## config.mk

```make
export PLATFORM = sky130hd
export DESIGN_NAME = g2i_gain_div
export DESIGN_NICKNAME = d
export VERILOG_FILES = /design/src/sv/ground_to_image_remap_address_core_defines.svh /design/src/sv/g2i_pkg.sv /design/src/sv/g2i_gain_div.sv
export SDC_FILE = /design/constraint.sdc
export NUM_CORES = 2
export LEC_CHECK = 0
export ABC_CLOCK_PERIOD_IN_PS = 17890
export BUFFER_PORTS_ARGS = -buffer_cell sky130_fd_sc_hd__buf_2
export CAP_MARGIN = 40
export CORE_MARGIN = 4
export CORE_UTILIZATION = 42
export DETAILED_ROUTE_END_ITERATION = 7
export PLACE_DENSITY = 0.57
export RECOVER_POWER = 100
export SLEW_MARGIN = 20
export SYNTH_ARGS = -nofsm -noshare
export SYNTH_HDL_FRONTEND = slang
export SYNTH_SLANG_ARGS = --single-unit
```

## constraint.sdc

```tcl
create_clock -name clk -period 17.89 [get_ports clk]
set_input_delay 2.6835 -clock clk [delete_from_list [all_inputs] [get_ports clk]]
set_output_delay 2.6835 -clock clk [all_outputs]
set_load 0.05 [all_outputs]
```

## src/sv/ground_to_image_remap_address_core_defines.svh

```systemverilog
// ----------------------------------------------------------------------------
// ground_to_image_remap_address_core_defines
// assertion macros shared by the remap address core
// ----------------------------------------------------------------------------
`ifndef GROUND_TO_IMAGE_REMAP_ADDRESS_CORE_DEFINES_SVH
`define GROUND_TO_IMAGE_REMAP_ADDRESS_CORE_DEFINES_SVH

// same-cycle implication on clk, off during reset
`define G2I_ASSERT_SAME(lbl, ante, cons, msg) \
	lbl: assert property (@(posedge clk) disable iff (!arst_n) (ante) |-> (cons)) \
		else $error(msg);

// next-cycle implication on clk, off during reset
`define G2I_ASSERT_NEXT(lbl, ante, cons, msg) \
	lbl: assert property (@(posedge clk) disable iff (!arst_n) (ante) |=> (cons)) \
		else $error(msg);

`endif

```

## src/sv/g2i_pkg.sv

```systemverilog
// ----------------------------------------------------------------------------
// g2i_pkg
// widths, register codes and constant tables of the remap address core
// ----------------------------------------------------------------------------
package g2i_pkg;

	localparam int MAX_DIM_DEF       = 4096;
	localparam int CORDIC_STAGES_DEF = 18;

	localparam int COORD_W  = 32;  // q16.16 coordinates
	localparam int EW       = 33;  // coordinate difference
	localparam int XW       = 52;  // cordic x/y datapath
	localparam int ZW       = 35;  // q30 angle accumulator
	localparam int AW       = 21;  // q4.16 angle
	localparam int NUW      = 22;  // shifted angle
	localparam int PW       = 36;  // size times angle
	localparam int NW       = 36;  // rounded dividend
	localparam int DW       = 18;  // twice the half aperture
	localparam int SIZE_W   = 13;
	localparam int IDX_W    = 12;
	localparam int HEIGHT_W = 31;
	localparam int ANG_W    = 19;
	localparam int FOV_W    = 17;
	localparam int DZK_W    = 32;

	localparam logic signed [ZW-1:0] PI_Q30 = 35'sd3373259426;
	localparam logic [29:0] INV_GAIN_Q30  = 30'd652032874;
	localparam logic [29:0] INV_GAIN_HALF = 30'd326016437;

	typedef enum logic [2:0] {
		REG_CAM_OFFSET_X = 3'd0,
		REG_CAM_OFFSET_Y = 3'd1,
		REG_CAM_HEIGHT   = 3'd2,
		REG_YAW_ANGLE    = 3'd3,
		REG_PITCH_ANGLE  = 3'd4,
		REG_HALF_FOV     = 3'd5,
		REG_IMAGE_ROWS   = 3'd6,
		REG_IMAGE_COLS   = 3'd7
	} reg_index_t;

	typedef struct packed {
		logic valid;
		logic neg_r;
		logic neg_c;
		logic ovf_r;
		logic ovf_c;
	} div_flags_t;

	// atan(2^-i) in q30
	function automatic logic signed [ZW-1:0] atan_q30(input int idx);
		logic signed [ZW-1:0] v;
		case (idx)
			0:  v = 35'sh03243F6A8;
			1:  v = 35'sh01DAC6705;
			2:  v = 35'sh00FADBAFC;
			3:  v = 35'sh007F56EA6;
			4:  v = 35'sh003FEAB76;
			5:  v = 35'sh001FFD55B;
			6:  v = 35'sh000FFFAAA;
			7:  v = 35'sh0007FFF55;
			8:  v = 35'sh0003FFFEA;
			9:  v = 35'sh0001FFFFD;
			10: v = 35'sh0000FFFFF;
			11: v = 35'sh00007FFFF;
			12: v = 35'sh00003FFFF;
			13: v = 35'sh00001FFFF;
			14: v = 35'sh00000FFFF;
			15: v = 35'sh000007FFF;
			16: v = 35'sh000003FFF;
			17: v = 35'sh000001FFF;
			18: v = 35'sh000000FFF;
			19: v = 35'sh0000007FF;
			20: v = 35'sh0000003FF;
			21: v = 35'sh0000001FF;
			22: v = 35'sh0000000FF;
			23: v = 35'sh00000007F;
			default: v = '0;
		endcase
		return v;
	endfunction

	// q30 to q4.16, half away from zero
	function automatic logic signed [AW-1:0] round_q30(input logic signed [ZW-1:0] z);
		logic signed [ZW-1:0] t;
		t = z + (z[ZW-1] ? ZW'(8191) : ZW'(8192));
		return AW'(t >>> 14);
	endfunction

endpackage

```

## src/sv/g2i_gain_div.sv

```systemverilog
// ----------------------------------------------------------------------------
// g2i_gain_div
// divides camera height by the inverse cordic gain with a reciprocal multiply
// ----------------------------------------------------------------------------
module g2i_gain_div (
	input  logic                              clk,
	input  logic                              arst_n,
	input  logic                              start,
	input  logic [g2i_pkg::HEIGHT_W-1:0]      height,
	output logic                              busy,
	output logic [g2i_pkg::DZK_W-1:0]         dzk
);

	// floor(2^62 / gain constant), fits in 33 bits
	localparam logic [32:0] RECIP = 33'((64'd1 << 62) / 64'(g2i_pkg::INV_GAIN_Q30));

	logic [2:0] cnt_q;
	logic [46:0] plo_s1;
	logic [47:0] phi_s1;
	logic [31:0] qe_s2, qe_s3, rem_s3;
	logic [g2i_pkg::DZK_W-1:0] dzk_q;
	logic [63:0] psum;
	logic [60:0] num;
	logic [61:0] qg;

	// estimate is at most one below the rounded quotient
	assign psum = {phi_s1, 16'h0000} + 64'(plo_s1);
	// dividend is height * 2^30 plus half the divisor
	assign num  = {height, 30'd0} + 61'(g2i_pkg::INV_GAIN_HALF);
	assign qg   = 62'(qe_s2) * 62'(g2i_pkg::INV_GAIN_Q30);

	always_ff @(posedge clk or negedge arst_n) begin
		if (!arst_n) begin
			cnt_q <= '0;
		end else if (start) begin
			cnt_q <= 3'd3;
		end else if (cnt_q != '0) begin
			cnt_q <= cnt_q - 3'd1;
		end
	end

	always_ff @(posedge clk) begin
		plo_s1 <= 47'(height) * 47'(RECIP[15:0]);
		phi_s1 <= 48'(height) * 48'(RECIP[32:16]);
		qe_s2  <= psum[63:32];
		qe_s3  <= qe_s2;
		rem_s3 <= 32'(62'(num) - qg);
		dzk_q  <= (rem_s3 >= 32'(g2i_pkg::INV_GAIN_Q30)) ? qe_s3 + 32'd1 : qe_s3;
	end

	assign busy = cnt_q != '0;
	assign dzk  = dzk_q;

endmodule

```

* After elaboration in Yosys (flattened, before gate mapping)
Cells that the tools add are included.
Storage, ports and cells: bits in read-only memories 0, input bits 34, word-level logic and storage cells 21, output and inout port bits 33, bits in writable memories 0, memories kept 0, latch bits 0, flip-flop bits (word level) 222
Operators by class: bitwise logic cells 0, magnitude comparators 1, reductions and logical operators 2, muxes and demuxes 3, div/mod/pow operators 0, $mul 3, add/sub/neg operators 5, shift-type cells 0, equal/unequal tests 0
Operator list (count):
- $add 64x44->64 | 1
- $mul 31x16->47 const B | 1
- $mul 31x13->44 const B | 1
- $add 32x1->32 const B | 1
- $add 32x29->32 const B | 1
- $ge 32x30->1 const B | 1
- $mul 32x29->31 const B | 1
- $mux 32 | 1
- $sub 32x32->32 | 1
- $mux 3 | 2
- $reduce_bool 3->1 | 1
- $sub 3x1->3 const B | 1
- $reduce_bool 2->1 | 1

* Longest topological paths before layout
word-level depth 3, gate-level depth with buffers 30, mapped depth without buffers 30

* Worst setup path after synthesis
No wires, ideal clock.
path kind input port to flip-flop, start point input port height[1] (netlist name), end point register phi_s1[40], arrival time 7626 ps, data required time 17763 ps, slack 10136 ps, library setup time 127 ps, stages on the path 16, buffers on the path 0, cells stage by stage ha_1 -> inv_1 -> fa_1 -> inv_1 -> fa_1 -> fa_1 -> fa_1 -> fa_1 -> ha_1 -> nand4_1 -> o31a_1 -> o311ai_0 -> nand3_1 -> a31oi_1 -> and4_1 -> nor3_1
Between the ends: word-level cells in the longest chain between the ends 1
RTL lines:
- start, declared | RTL line g2i_gain_div.sv:9 | input logic [g2i_pkg::HEIGHT_W-1:0] height,
- $mul 31x16->47 | RTL line g2i_gain_div.sv:44 | phi_s1 <= 48'(height) * 48'(RECIP[32:16]);
- end signal, assigned | RTL line g2i_gain_div.sv:44
- end, declared | RTL line g2i_gain_div.sv:19 | logic [47:0] phi_s1;
No other way between the ends. A chain may end at the register's enable or synchronous reset.

* Final worst setup path
start point register qe_s2[7], end point register rem_s3[30]
Between the ends: word-level cells in the longest chain between the ends 2
RTL lines:
- start, declared | RTL line g2i_gain_div.sv:20 | logic [31:0] qe_s2, qe_s3, rem_s3;
- start signal, assigned | RTL line g2i_gain_div.sv:45 | qe_s2 <= psum[63:32];
- $mul 32x29->31 | RTL line g2i_gain_div.sv:30 | assign qg = 62'(qe_s2) * 62'(g2i_pkg::INV_GAIN_Q30);
- $sub 32x32->32 | RTL line g2i_gain_div.sv:47 | rem_s3 <= 32'(62'(num) - qg);
- end signal, assigned | RTL line g2i_gain_div.sv:47
- end, declared | RTL line g2i_gain_div.sv:20
No other way between the ends.

==> key figures <==
Clocking
  • Depth of the CTS H-tree: 1
  • Worst-skew pair later-pin latency: about 570 ps
  • Worst-path clk slew: ~60 ps
  • Hold-fix buffers at CTS: 0
  • CTS resizes: 0
  • CTS Buffer Depth: 3
  • Clock Tree Root: clkbuf_16
  • Clock sink total: 203
  • Total CTS buffers: 25
  • CTS tree: yes
  • Post-CTS setup buffer count: 0

Logic synthesis
  • Cell variety after synth: 80
  • Post-Syn Instances: about 3k
  • Synth top area cells: fa_1, ha_1, dfxtp_1
  • YS warnings: 0
  • Post-synth net total: between 4k and 5k
  • Post-synthesis sequential area ratio: 0.1379
  • Share of the synthesized area in the top cell type: 0.3005
  • Synth top cells by count: inv_1, ha_1, fa_1
  • Area leader, netlist: fa_1
  • Synth Flop Type: dfxtp_1
  • Synthesized area per cell: 9.602 µm²
  • Seq cells post-synth: just over 200
  • Count leader, synth: inv_1
  • EDFF count, synth: 0
  • Post-Syn Area: 29570 µm²
  • Async SR Flop Fraction: 0.01478

Setup path
  • Crit Path Class: reg -> reg
  • CP required: approximately 18000 ps
  • Arrival time at the worst endpoint: slightly below 9000 ps
  • CP Launch Type: register
  • Crit Path Max Fanout: 9
  • Critical Path End Type: register
  • R2R Path Start: qe_s2[7]$_DFF_P_
  • Worst Setup SP: qe_s2[7]$_DFF_P_

STA
  • Fmax: 117.7 MHz
  • Slew Viols, Final: 0
  • RSZ-0062 raised after global routing: no
  • Final Hold Viols: 0
  • Total Neg Setup Slack: 0 ps
  • Final min period: about 8500 ps
  • Setup violations, final: 0
  • Slew HR: 0.2576
  • Final Cycle Share: 0.4751
  • Worst Max-Slew Pin Slew: 1086 ps
  • Fin Clk Skew: 55.60 ps

Place
  • Dpl hpwl: 62.84 mm
  • Port buffer count: 66
  • Dpl cell area: about 31000 µm²
  • Routability cong.: 0.8915
  • Dpl cells: 4081

Global route
  • Met1 usage: 0.2801
  • Initial antenna violation count: 3
  • First-pass GRT wire length: 116.4 mm
  • GRT met2 Usage: 0.3370
  • Largest net degree at the start of global routing: 15
  • Met3 Usage GRT: 0.02305
  • GRT overflow: 0
  • GR peak layer: met2
  • Total GRT Usage: 0.1997
  • Number of global-route vias before repair: between 20k and 25k

Finish
  • Synthesis-to-layout area growth: 7.746%
  • Fin area: 31870 µm²
  • Nets: 4208
  • Diodes inserted: 0
  • Non-Filler Instances: 4125
  • Area taken by multi-input logic gates: 21830 µm²
  • Fraction of layout cells with a size suffix above 1: 0.02857
  • Fill count: 6900
  • Final core utilization: 0.4558
  • Register area: 4079 µm²

Floorplan
  • CORE AREA: 69910 µm²
  • I/O pin count: 67
  • Die X: 273.4 µm
  • Row cnt: between 90 and 100
  • Die height: 273.4 µm
  • Initial Utilization: 0.4231
  • Die footprint: 74730 µm²

Drt
  • Antenna Nets Post-Route: 0
  • DRC viols: 0
  • Final WL: 71.69 mm
  • Drt first pass iters: 5
  • Drt via density: 4.827
  • Avg WL per Cell: 17.38 µm
  • Vias: 19.91k
  • Iteration-0 DRC Markers: 806

Run status
  • Status: complete, no violations

Job
  • MaxCap Viol Count: 0

Worst hold path
  • Hold Crit Start: qe_s2[31]$_DFF_P_
  • Hold Path Class: reg -> reg
## routing by layer
metal | up-vias | wire (µm) | share of wire
met4 | 0 | 1330 | 0.019
li1 | 9806 | - | -
met5 | - | 0 | 0
met3 | 79 | 2784 | 0.039
met2 | 279 | 33690 | 0.47
met1 | 9749 | 33890 | 0.47
## metrics by stage
step / hold WS (ps) / setup WS, ps
2_1_floorplan: 309.6 / 10140
3_3_place_gp: 313.9 / 9423
3_5_place_dp: 317.9 / 9310
4_1_cts: 331.2 / 9911
5_1_grt: 341.2 / 8928
6_report: 326.6 / 9391
## flip-flops by register name, indices dropped and copies added (netlist names)
| name | count |
|---|---|
| phi_s1 | 47 |
| plo_s1 | 27 |
| rem_s3 | 31 |
| qe_s3 | 31 |
| dzk | 32 |
| qe_s2 | 32 |
| cnt_q | 3 |
## layout by cell type (no fill, tap or decap), drive strengths merged, types with 4 or more instances in the layout
cell type	netlist	routed
inv	953	955
ha	561	561
fa	444	444
dfxtp	200	200
xnor2	142	142
a21oi	97	97
nor2	83	83
clkbuf	16	82
nand2	70	70
xor2	57	57
o21ai	52	52
a21o	43	43
nand3	41	41
nor3	35	35
nand4	27	27
buf	0	27
and3	25	25
o21a	17	17
a31oi	17	17
o21bai	17	17
a211oi	14	14
nand2b	13	13
o31ai	13	13
or3	12	12
nor2b	11	11
and2	9	9
a211o	9	9
o311ai	7	7
and4	7	7
a2111oi	6	6
nor4	6	6
o211ai	5	5
a21boi	5	5
o31a	4	4
mux2i	4	4
clkinv	0	4
bufinv	0	4
a31o	4	4
a41o	4	4
## worst paths after layout
path                                        end  slack, ps  cells past startpoint
hold reg to reg               qe_s3[31]$_DFF_P_        330                      0
setup reg to reg             rem_s3[30]$_DFF_P_       9390                     22
setup / recovery             rem_s3[30]$_DFF_P_       9390                     22
hold / removal                qe_s3[31]$_DFF_P_        330                      0
max in group asynchronous  cnt_q[0]$_DFFE_PN0P_      15780                      1
min in group asynchronous  cnt_q[1]$_DFFE_PN0P_       1950                      1
## kinds of logic (layout without fill, tap and decap cells)
family,after synthesis,in the layout,synth area share
adders and majority gates,1005,1005,0.5379
and+or+nand+nor,360,360,0.06219
buffers and inverters,969,1074,0.1230
DFF,203,203,0.1379
muxes,5,5,0.001735
xor gates and xnor gates,199,199,0.05893
AOI/OAI and AO/OA,339,339,0.07835
## worst max-delay path: stages (launching register included)
cell and delay (ps):
dfxtp_1 300, clkbuf_1 640, ha_1 430, fa_1 550, fa_1 440, ha_1 290, ha_1 280, ha_1 270
inv_1 40, fa_1 500, inv_1 60, fa_1 440, ha_1 370, a21oi_1 160, o21ai_0 150, a2111oi_0 960
or2_2 310, xnor2_1 180, a21bo_1 280, a2111oi_0 970, a31o_4 300, nand2_1 90, o311a_1 300
## area by class of cell
type                    instances  share of cell area
inverters                     953              0.1123
clock buffers                  32             0.02171
flip-flops and latches        203              0.1280
well taps                     940             0.03691
repair buffers                 78             0.01048
multi-input cells            1908              0.6851
clock inverters                11            0.005536
Power is left out: the tool's default activity adds up to more than one toggle a clock period on the data nets, which glitch-free logic cannot reach.
