$ cat config.mk
export PLATFORM = sky130hd
export DESIGN_NAME = g2i_div_cell
export DESIGN_NICKNAME = d
export VERILOG_FILES = /design/src/sv/ground_to_image_remap_address_core_defines.svh /design/src/sv/g2i_pkg.sv /design/src/sv/g2i_div_cell.sv
export SDC_FILE = /design/constraint.sdc
export NUM_CORES = 1
export LEC_CHECK = 0
export ABC_CLOCK_PERIOD_IN_PS = 1000
export BUFFER_PORTS_ARGS = -buffer_cell sky130_fd_sc_hd__buf_2
export CORE_MARGIN = 10
export CORE_UTILIZATION = 49
export CTS_CLUSTER_SIZE = 24
export DETAILED_ROUTE_END_ITERATION = 8
export PLACE_DENSITY_LB_ADDON = 0.12
export SYNTH_ARGS = -nofsm -noshare
export SYNTH_HDL_FRONTEND = slang
export SYNTH_SLANG_ARGS = --single-unit
export TNS_END_PERCENT = 50
$ cat constraint.sdc
create_clock -name clk -period 1 [get_ports clk]
set_clock_uncertainty 0.05 [all_clocks]
set_input_delay 0.15 -clock clk [delete_from_list [all_inputs] [get_ports clk]]
set_output_delay 0.15 -clock clk [all_outputs]
set_load 0.03 [all_outputs]
$ cat src/sv/ground_to_image_remap_address_core_defines.svh
// ----------------------------------------------------------------------------
// ground_to_image_remap_address_core_defines
// assertion macros shared by the remap address core
// ----------------------------------------------------------------------------
`ifndef GROUND_TO_IMAGE_REMAP_ADDRESS_CORE_DEFINES_SVH
`define GROUND_TO_IMAGE_REMAP_ADDRESS_CORE_DEFINES_SVH

// same-cycle implication on clk, off during reset
`define G2I_ASSERT_SAME(lbl, ante, cons, msg) \
	lbl: assert property (@(posedge clk) disable iff (!arst_n) (ante) |-> (cons)) \
		else $error(msg);

// next-cycle implication on clk, off during reset
`define G2I_ASSERT_NEXT(lbl, ante, cons, msg) \
	lbl: assert property (@(posedge clk) disable iff (!arst_n) (ante) |=> (cons)) \
		else $error(msg);

`endif

$ cat src/sv/g2i_pkg.sv
// ----------------------------------------------------------------------------
// g2i_pkg
// widths, register codes and constant tables of the remap address core
// ----------------------------------------------------------------------------
package g2i_pkg;

	localparam int MAX_DIM_DEF       = 4096;
	localparam int CORDIC_STAGES_DEF = 18;

	localparam int COORD_W  = 32;  // q16.16 coordinates
	localparam int EW       = 33;  // coordinate difference
	localparam int XW       = 52;  // cordic x/y datapath
	localparam int ZW       = 35;  // q30 angle accumulator
	localparam int AW       = 21;  // q4.16 angle
	localparam int NUW      = 22;  // shifted angle
	localparam int PW       = 36;  // size times angle
	localparam int NW       = 36;  // rounded dividend
	localparam int DW       = 18;  // twice the half aperture
	localparam int SIZE_W   = 13;
	localparam int IDX_W    = 12;
	localparam int HEIGHT_W = 31;
	localparam int ANG_W    = 19;
	localparam int FOV_W    = 17;
	localparam int DZK_W    = 32;

	localparam logic signed [ZW-1:0] PI_Q30 = 35'sd3373259426;
	localparam logic [29:0] INV_GAIN_Q30  = 30'd652032874;
	localparam logic [29:0] INV_GAIN_HALF = 30'd326016437;

	typedef enum logic [2:0] {
		REG_CAM_OFFSET_X = 3'd0,
		REG_CAM_OFFSET_Y = 3'd1,
		REG_CAM_HEIGHT   = 3'd2,
		REG_YAW_ANGLE    = 3'd3,
		REG_PITCH_ANGLE  = 3'd4,
		REG_HALF_FOV     = 3'd5,
		REG_IMAGE_ROWS   = 3'd6,
		REG_IMAGE_COLS   = 3'd7
	} reg_index_t;

	typedef struct packed {
		logic valid;
		logic neg_r;
		logic neg_c;
		logic ovf_r;
		logic ovf_c;
	} div_flags_t;

	// atan(2^-i) in q30
	function automatic logic signed [ZW-1:0] atan_q30(input int idx);
		logic signed [ZW-1:0] v;
		case (idx)
			0:  v = 35'sh03243F6A8;
			1:  v = 35'sh01DAC6705;
			2:  v = 35'sh00FADBAFC;
			3:  v = 35'sh007F56EA6;
			4:  v = 35'sh003FEAB76;
			5:  v = 35'sh001FFD55B;
			6:  v = 35'sh000FFFAAA;
			7:  v = 35'sh0007FFF55;
			8:  v = 35'sh0003FFFEA;
			9:  v = 35'sh0001FFFFD;
			10: v = 35'sh0000FFFFF;
			11: v = 35'sh00007FFFF;
			12: v = 35'sh00003FFFF;
			13: v = 35'sh00001FFFF;
			14: v = 35'sh00000FFFF;
			15: v = 35'sh000007FFF;
			16: v = 35'sh000003FFF;
			17: v = 35'sh000001FFF;
			18: v = 35'sh000000FFF;
			19: v = 35'sh0000007FF;
			20: v = 35'sh0000003FF;
			21: v = 35'sh0000001FF;
			22: v = 35'sh0000000FF;
			23: v = 35'sh00000007F;
			default: v = '0;
		endcase
		return v;
	endfunction

	// q30 to q4.16, half away from zero
	function automatic logic signed [AW-1:0] round_q30(input logic signed [ZW-1:0] z);
		logic signed [ZW-1:0] t;
		t = z + (z[ZW-1] ? ZW'(8191) : ZW'(8192));
		return AW'(t >>> 14);
	endfunction

endpackage

$ cat src/sv/g2i_div_cell.sv
// ----------------------------------------------------------------------------
// g2i_div_cell
// one restoring quotient bit for the row and column divisions
// ----------------------------------------------------------------------------
module g2i_div_cell #(
	parameter int BIT = 0,
	parameter int QW  = 13,
	parameter int RW  = 31
) (
	input  logic                        clk,
	input  logic                        arst_n,
	input  logic                        en,
	input  logic [g2i_pkg::DW-1:0]      dvs,
	input  g2i_pkg::div_flags_t         fi,
	input  logic [RW-1:0]               rri,
	input  logic [RW-1:0]               rci,
	input  logic [QW-1:0]               qri,
	input  logic [QW-1:0]               qci,
	output g2i_pkg::div_flags_t         fo,
	output logic [RW-1:0]               rro,
	output logic [RW-1:0]               rco,
	output logic [QW-1:0]               qro,
	output logic [QW-1:0]               qco
);

	logic [RW-1:0] dsh, rr_q, rc_q;
	logic [QW-1:0] qr_q, qc_q, qbit;
	g2i_pkg::div_flags_t f_q;

	assign dsh  = RW'(dvs) << BIT;
	assign qbit = QW'(1) << BIT;

	always_ff @(posedge clk or negedge arst_n) begin
		if (!arst_n) begin
			f_q <= '0;
		end else if (en) begin
			f_q <= fi;
		end
	end

	always_ff @(posedge clk) begin
		if (en) begin
			if (rri >= dsh) begin
				rr_q <= rri - dsh;
				qr_q <= qri | qbit;
			end else begin
				rr_q <= rri;
				qr_q <= qri;
			end
			if (rci >= dsh) begin
				rc_q <= rci - dsh;
				qc_q <= qci | qbit;
			end else begin
				rc_q <= rci;
				qc_q <= qci;
			end
		end
	end

	assign fo  = f_q;
	assign rro = rr_q;
	assign rco = rc_q;
	assign qro = qr_q;
	assign qco = qc_q;

endmodule

After elaboration in Yosys (flattened, before gate mapping)
Cells that the tools add are included.
- flip-flop bits (word level): 93
- bits of input ports: 114
- output and inout port bits: 93
- word-level logic and storage cells: 17
- add/sub/neg operators: 2
- order comparisons: 2
- multiplexer cells: 2
- operators by type and width (kind ; number):
    31-bit by 18-bit >= comparator with 1-bit output ; 2
    31-bit 2-to-1 mux ; 2
    31-bit by 18-bit subtractor with 31-bit output ; 2

Longest topological paths before layout
- depth after elaboration: 2
- mapped depth: 11
- mapped depth without buffers: 11

Worst setup path after synthesis
Ideal clock, no wire load.
- path kind: input to register
- start point: in dvs[6] in the netlist's numbering
- end point: reg rr_q[16] (netlist: rro[16]) (data pin)
- setup time: 0.269 ns
- data arrival time: 2.220 ns
- required time: 0.681 ns
- slack: -1.539 ns
- cell stages on the path: 10
- buffers on the path: 1
- path through: inv_1 ha_1 a21oi_1 nand2_1 o21a_1 a221o_1 o22a_1 a21oi_2 clkbuf_1 o21ai_0
- longest elaborated chain between the ends: 2
- elaborated cells between the ends (all ways): 3
- classes of those cells: add/sub (1); order compare (1); mux (1)
- ends and longest elaborated chain (what ; line ; source):
    start: declaration ; g2i_div_cell.sv:13 ; input logic [g2i_pkg::DW-1:0] dvs,
    31-bit by 18-bit subtractor with 31-bit output or 31-bit by 18-bit >= comparator with 1-bit output (tied branches) ; g2i_div_cell.sv:44, g2i_div_cell.sv:43 ;
    31-bit 2-to-1 mux * ; g2i_div_cell.sv:43 ; if (rri >= dsh) begin
    end signal: assignment ; g2i_div_cell.sv:44 ; rr_q <= rri - dsh;
    end signal: assignment ; g2i_div_cell.sv:47 ; rr_q <= rri;
    end: declaration ; g2i_div_cell.sv:26 ; logic [RW-1:0] dsh, rr_q, rc_q;
Mark *: on every way between the ends. The rest lies on a longest branch, timed or not.
A chain may end at the register's enable or synchronous reset.

Worst setup path in the final report
- start point: in dvs[13] in the netlist's numbering
- end point: reg rr_q[25] (netlist: rro[25]) (data pin)
Same word-level chain as after synthesis.

==> impl_metrics.tcl <==
set metrics [dict create \
    synth_enable_flop_cells 88 \
    final_design_area_no_fill_um2 10400 \
    violated_checks "setup timing" \
    final_layout_size_suffix_gt1_share_pct 56.4 \
    place.gp.congestion 0.877 \
    dr_total_vias 6483 \
    post-route-util_pct 90.5 \
    placed_area_um2 8280 \
    drt-pass1-iter-count 5 \
    timing.fmax_mhz 426 \
    ys_types 57 \
    worst_skew_pair_later_pin_latency_ns 0.36 \
    route.detailed.vias_per_inst 5.86 \
    grt_setup_unrepaired "yes" \
    dieHeight_um 128 \
    final_max_slew_viol_count 0 \
    postSynth.asyncResetShare_pct 5.38 \
    ctsRootBufferMaster "sky130_fd_sc_hd__clkbuf_16" \
    maximum_capacitance_violations 0 \
    compound_gate_fraction_of_synth_area_pct 15.9 \
    post-synth-top-area-fraction_pct 46.0 \
    critical_path_launch_point_type "primary input" \
    drc 0 \
    synth_top_family_by_area "compound AO/OA/AOI/OAI gates" \
    netlist_instances 543 \
    clk_pin_slew_worst_paths_ns 0.08 \
    layout_worst_path_cycle_share_pct 235 \
    crit_fanout 5 \
    most_frequent_cells_in_the_layout "151 x sky130_fd_sc_hd__buf_4, 120 x sky130_fd_sc_hd__buf_6, 108 x sky130_fd_sc_hd__buf_2" \
    fin_nets 1108 \
    synth_ff_type "sky130_fd_sc_hd__edfxtp_1" \
    io_pins 207 \
    area_delta_synth_final_pct 80.8 \
    routed_wl_mm 25.9 \
    cts_num_sinks 93 \
    htree_num_levels 3 \
    die_width_um 128 \
    yosys_register_bits 93 \
    hold_path_class "in -> reg" \
    grt_antenna_before_repair 2 \
    floorplan.initialDensity_pct 50.0 \
    ant_nets 0 \
    detailedPlacementHpwl_mm 15.1 \
    xor_xnor_fraction_of_synth_area_pct 8.24 \
    placeable_core_region_um2 11500 \
    vdd.ir_drop.worst_uv 1330 \
    floorplan.die_area_um2 16400 \
    yosys-top-cells-area "sky130_fd_sc_hd__edfxtp_1 46%, sky130_fd_sc_hd__ha_1 7.8%, sky130_fd_sc_hd__xor2_1 5.3%, sky130_fd_sc_hd__o21ai_0 4.2%, sky130_fd_sc_hd__nand2_1 3.8%" \
    power_per_cell_area_nw_per_um2 1370 \
    post-layout-total-power_mw 14.3 \
    finalHoldWorstSlack_ns 0.0467 \
    worst_slack_ns -1.35 \
    row_count 39 \
    yosysTopAreaCell "sky130_fd_sc_hd__edfxtp_1" \
    p_leak_nw 4.58 \
    finalSetupViolCount 157 \
    ys_seq_area_share_pct 48.2 \
    wl_per_cell_um 23.4 \
    total_global_routing_track_utilization_pct 28.2 \
    postSynthNetCount 695 \
    number_of_global_route_vias_before_repair 6611 \
    most_common_library_cell_in_the_layout_ignoring_fill_and_taps "sky130_fd_sc_hd__buf_4" \
    cts_buffer_depth 2 \
    synthAdderAreaFrac_pct 8.55 \
    cts_buffers 9 \
    detailedRoute.firstIterationViolations 664 \
    timing_worst_setup_path_type "in -> reg" \
    portBuffers 206 \
    synth-warning-count 0 \
    post_synth_and_or_nand_nor_area_fraction_pct 14.6 \
    relSlewSlack_pct 67.5 \
    grt-ovfl-total 0 \
    syn_area_um2 5740 \
    synth.area.mux_share_pct 1.94 \
    status "complete, but fails checks" \
    cp-end-kind "flop" \
    largest_net_degree_at_the_start_of_global_routing 39 \
    worstPathRequired_ns 1.13 \
    timing_hold_violations_final 0 \
    grt_first_pass_wirelength_mm 36.8 \
    timing.final.crit_period_ns 2.35 \
    tritoncts "built" \
    synthesis.area_per_instance_um2 10.6 \
    max_slew.worst_pin.slew_ns 0.483 \
    critical_path_arrival_ns 2.48 \
]
-- kinds of logic (layout without fill, tap and decap cells) --
kind of cell    count (synthesis)  in the layout
flops                          93             93
simple gates                  166            166
xor+xnor                       54             54
compound gates                143            143
buf+inv                        39            457
other cells                     0              2
fa+ha+maj                      38             38
mux                            10             10
-- through the flow --
step	setup TNS [ns]	worst slack [ns]	cells
final	-86.38	-1.35	1106
after detailed placement	-97.89	-1.65	1029
after CTS	-81.61	-1.22	1091
after global placement	-94.79	-1.59	1029
after global routing	-92.03	-1.39	1105
after floorplan	-80.46	-1.37	543
-- layer usage --
| metal | up-vias | track usage (%) | share of wire (%) |
|---|---|---|---|
| li1 | 2868 | - | - |
| met5 | - | 0 | 0 |
| met4 | 0 | 12.1 | 4.6 |
| met3 | 92 | 5.67 | 8.1 |
| met1 | 3124 | 31.4 | 34 |
| met2 | 399 | 50.9 | 53 |
-- what timing repair did --
item,CTS,global route
gates resized for setup,267,83
gates cloned,0,3
pin swaps,33,26
hold endpoints to repair,36,0
hold buffers,32,0
buffers inserted,15,12
setup endpoints to repair,157,157
-- layout make-up --
| cell class | instances | area (um^2) |
|---|---|---|
| Antenna cell | 2 | 5.00 |
| Clock buffer | 9 | 225 |
| Clock inverter | 7 | 76.3 |
| Fill cell | 470 | 1090 |
| Inverter | 22 | 90.1 |
| Multi-Input combinational cell | 411 | 3530 |
| Sequential cell | 93 | 2770 |
| Tap cell | 143 | 179 |
| Timing Repair Buffer | 419 | 3500 |
-- sequential cells by signal, indices dropped and copies added (netlist names) --
register,flops
qco,13
rco,31
rro,31
fo,5
qro,13
-- cell usage after synthesis (2+ instances only) --
master	instances
sky130_fd_sc_hd__mux2_2	9
sky130_fd_sc_hd__ha_1	36
sky130_fd_sc_hd__and3_1	6
sky130_fd_sc_hd__nand3_1	7
sky130_fd_sc_hd__o31a_1	2
sky130_fd_sc_hd__a221o_1	2
sky130_fd_sc_hd__dfrtp_1	5
sky130_fd_sc_hd__nor2_1	29
sky130_fd_sc_hd__inv_1	22
sky130_fd_sc_hd__nor4_1	6
sky130_fd_sc_hd__or4_1	5
sky130_fd_sc_hd__o21ai_0	48
sky130_fd_sc_hd__or3_1	5
sky130_fd_sc_hd__nor3_1	14
sky130_fd_sc_hd__clkbuf_1	17
sky130_fd_sc_hd__o221ai_1	2
sky130_fd_sc_hd__a31o_2	2
sky130_fd_sc_hd__a21o_1	18
sky130_fd_sc_hd__o211ai_1	2
sky130_fd_sc_hd__nand4_1	7
sky130_fd_sc_hd__edfxtp_1	88
sky130_fd_sc_hd__nand2_1	58
sky130_fd_sc_hd__nand4b_1	2
sky130_fd_sc_hd__a211oi_1	5
sky130_fd_sc_hd__or2_2	2
sky130_fd_sc_hd__xor2_1	35
sky130_fd_sc_hd__a31oi_1	5
sky130_fd_sc_hd__xnor2_1	19
sky130_fd_sc_hd__o21a_1	6
sky130_fd_sc_hd__nor2b_1	5
sky130_fd_sc_hd__a211o_1	3
sky130_fd_sc_hd__nor4_2	2
sky130_fd_sc_hd__nand2b_1	10
sky130_fd_sc_hd__nand3b_1	2
sky130_fd_sc_hd__fa_1	2
sky130_fd_sc_hd__o31ai_1	2
sky130_fd_sc_hd__a21oi_1	33
-- worst max-delay path: stages --
cell and delay [ns]:
sky130_fd_sc_hd__buf_2 0.12, sky130_fd_sc_hd__inv_1 0.11, sky130_fd_sc_hd__ha_1 0.34, sky130_fd_sc_hd__and2_1 0.19
sky130_fd_sc_hd__nand3_1 0.15, sky130_fd_sc_hd__nor4b_2 0.34, sky130_fd_sc_hd__a31o_2 0.29, sky130_fd_sc_hd__buf_4 0.15
sky130_fd_sc_hd__and3_4 0.19, sky130_fd_sc_hd__a31oi_4 0.05, sky130_fd_sc_hd__a21oi_2 0.17, sky130_fd_sc_hd__xor2_1 0.22
-- path summary, 6_finish.rpt --
path | from | cells after the start | endpoint | slack (ns)
max reg2reg | fo[2] | 1 | fo[2] | 0.14
min in group asynchronous | arst_n | 2 | fo[1] | 0.07
min reg2reg | fo[0] | 1 | fo[0] | 0.50
max | dvs[13] | 12 | rro[25] | -1.35
min | rri[0] | 3 | rro[0] | 0.05
max in group asynchronous | arst_n | 2 | fo[2] | 0.68
-- power breakdown --
part	total, mW	leakage, nW	internal [mW]	switching, mW
Sequential	5.11	0.920	4.84	0.270
Clock	3.63	0.148	1.78	1.85
Combinational	5.51	3.52	2.60	2.91
(Power assumes the default switching activity.)
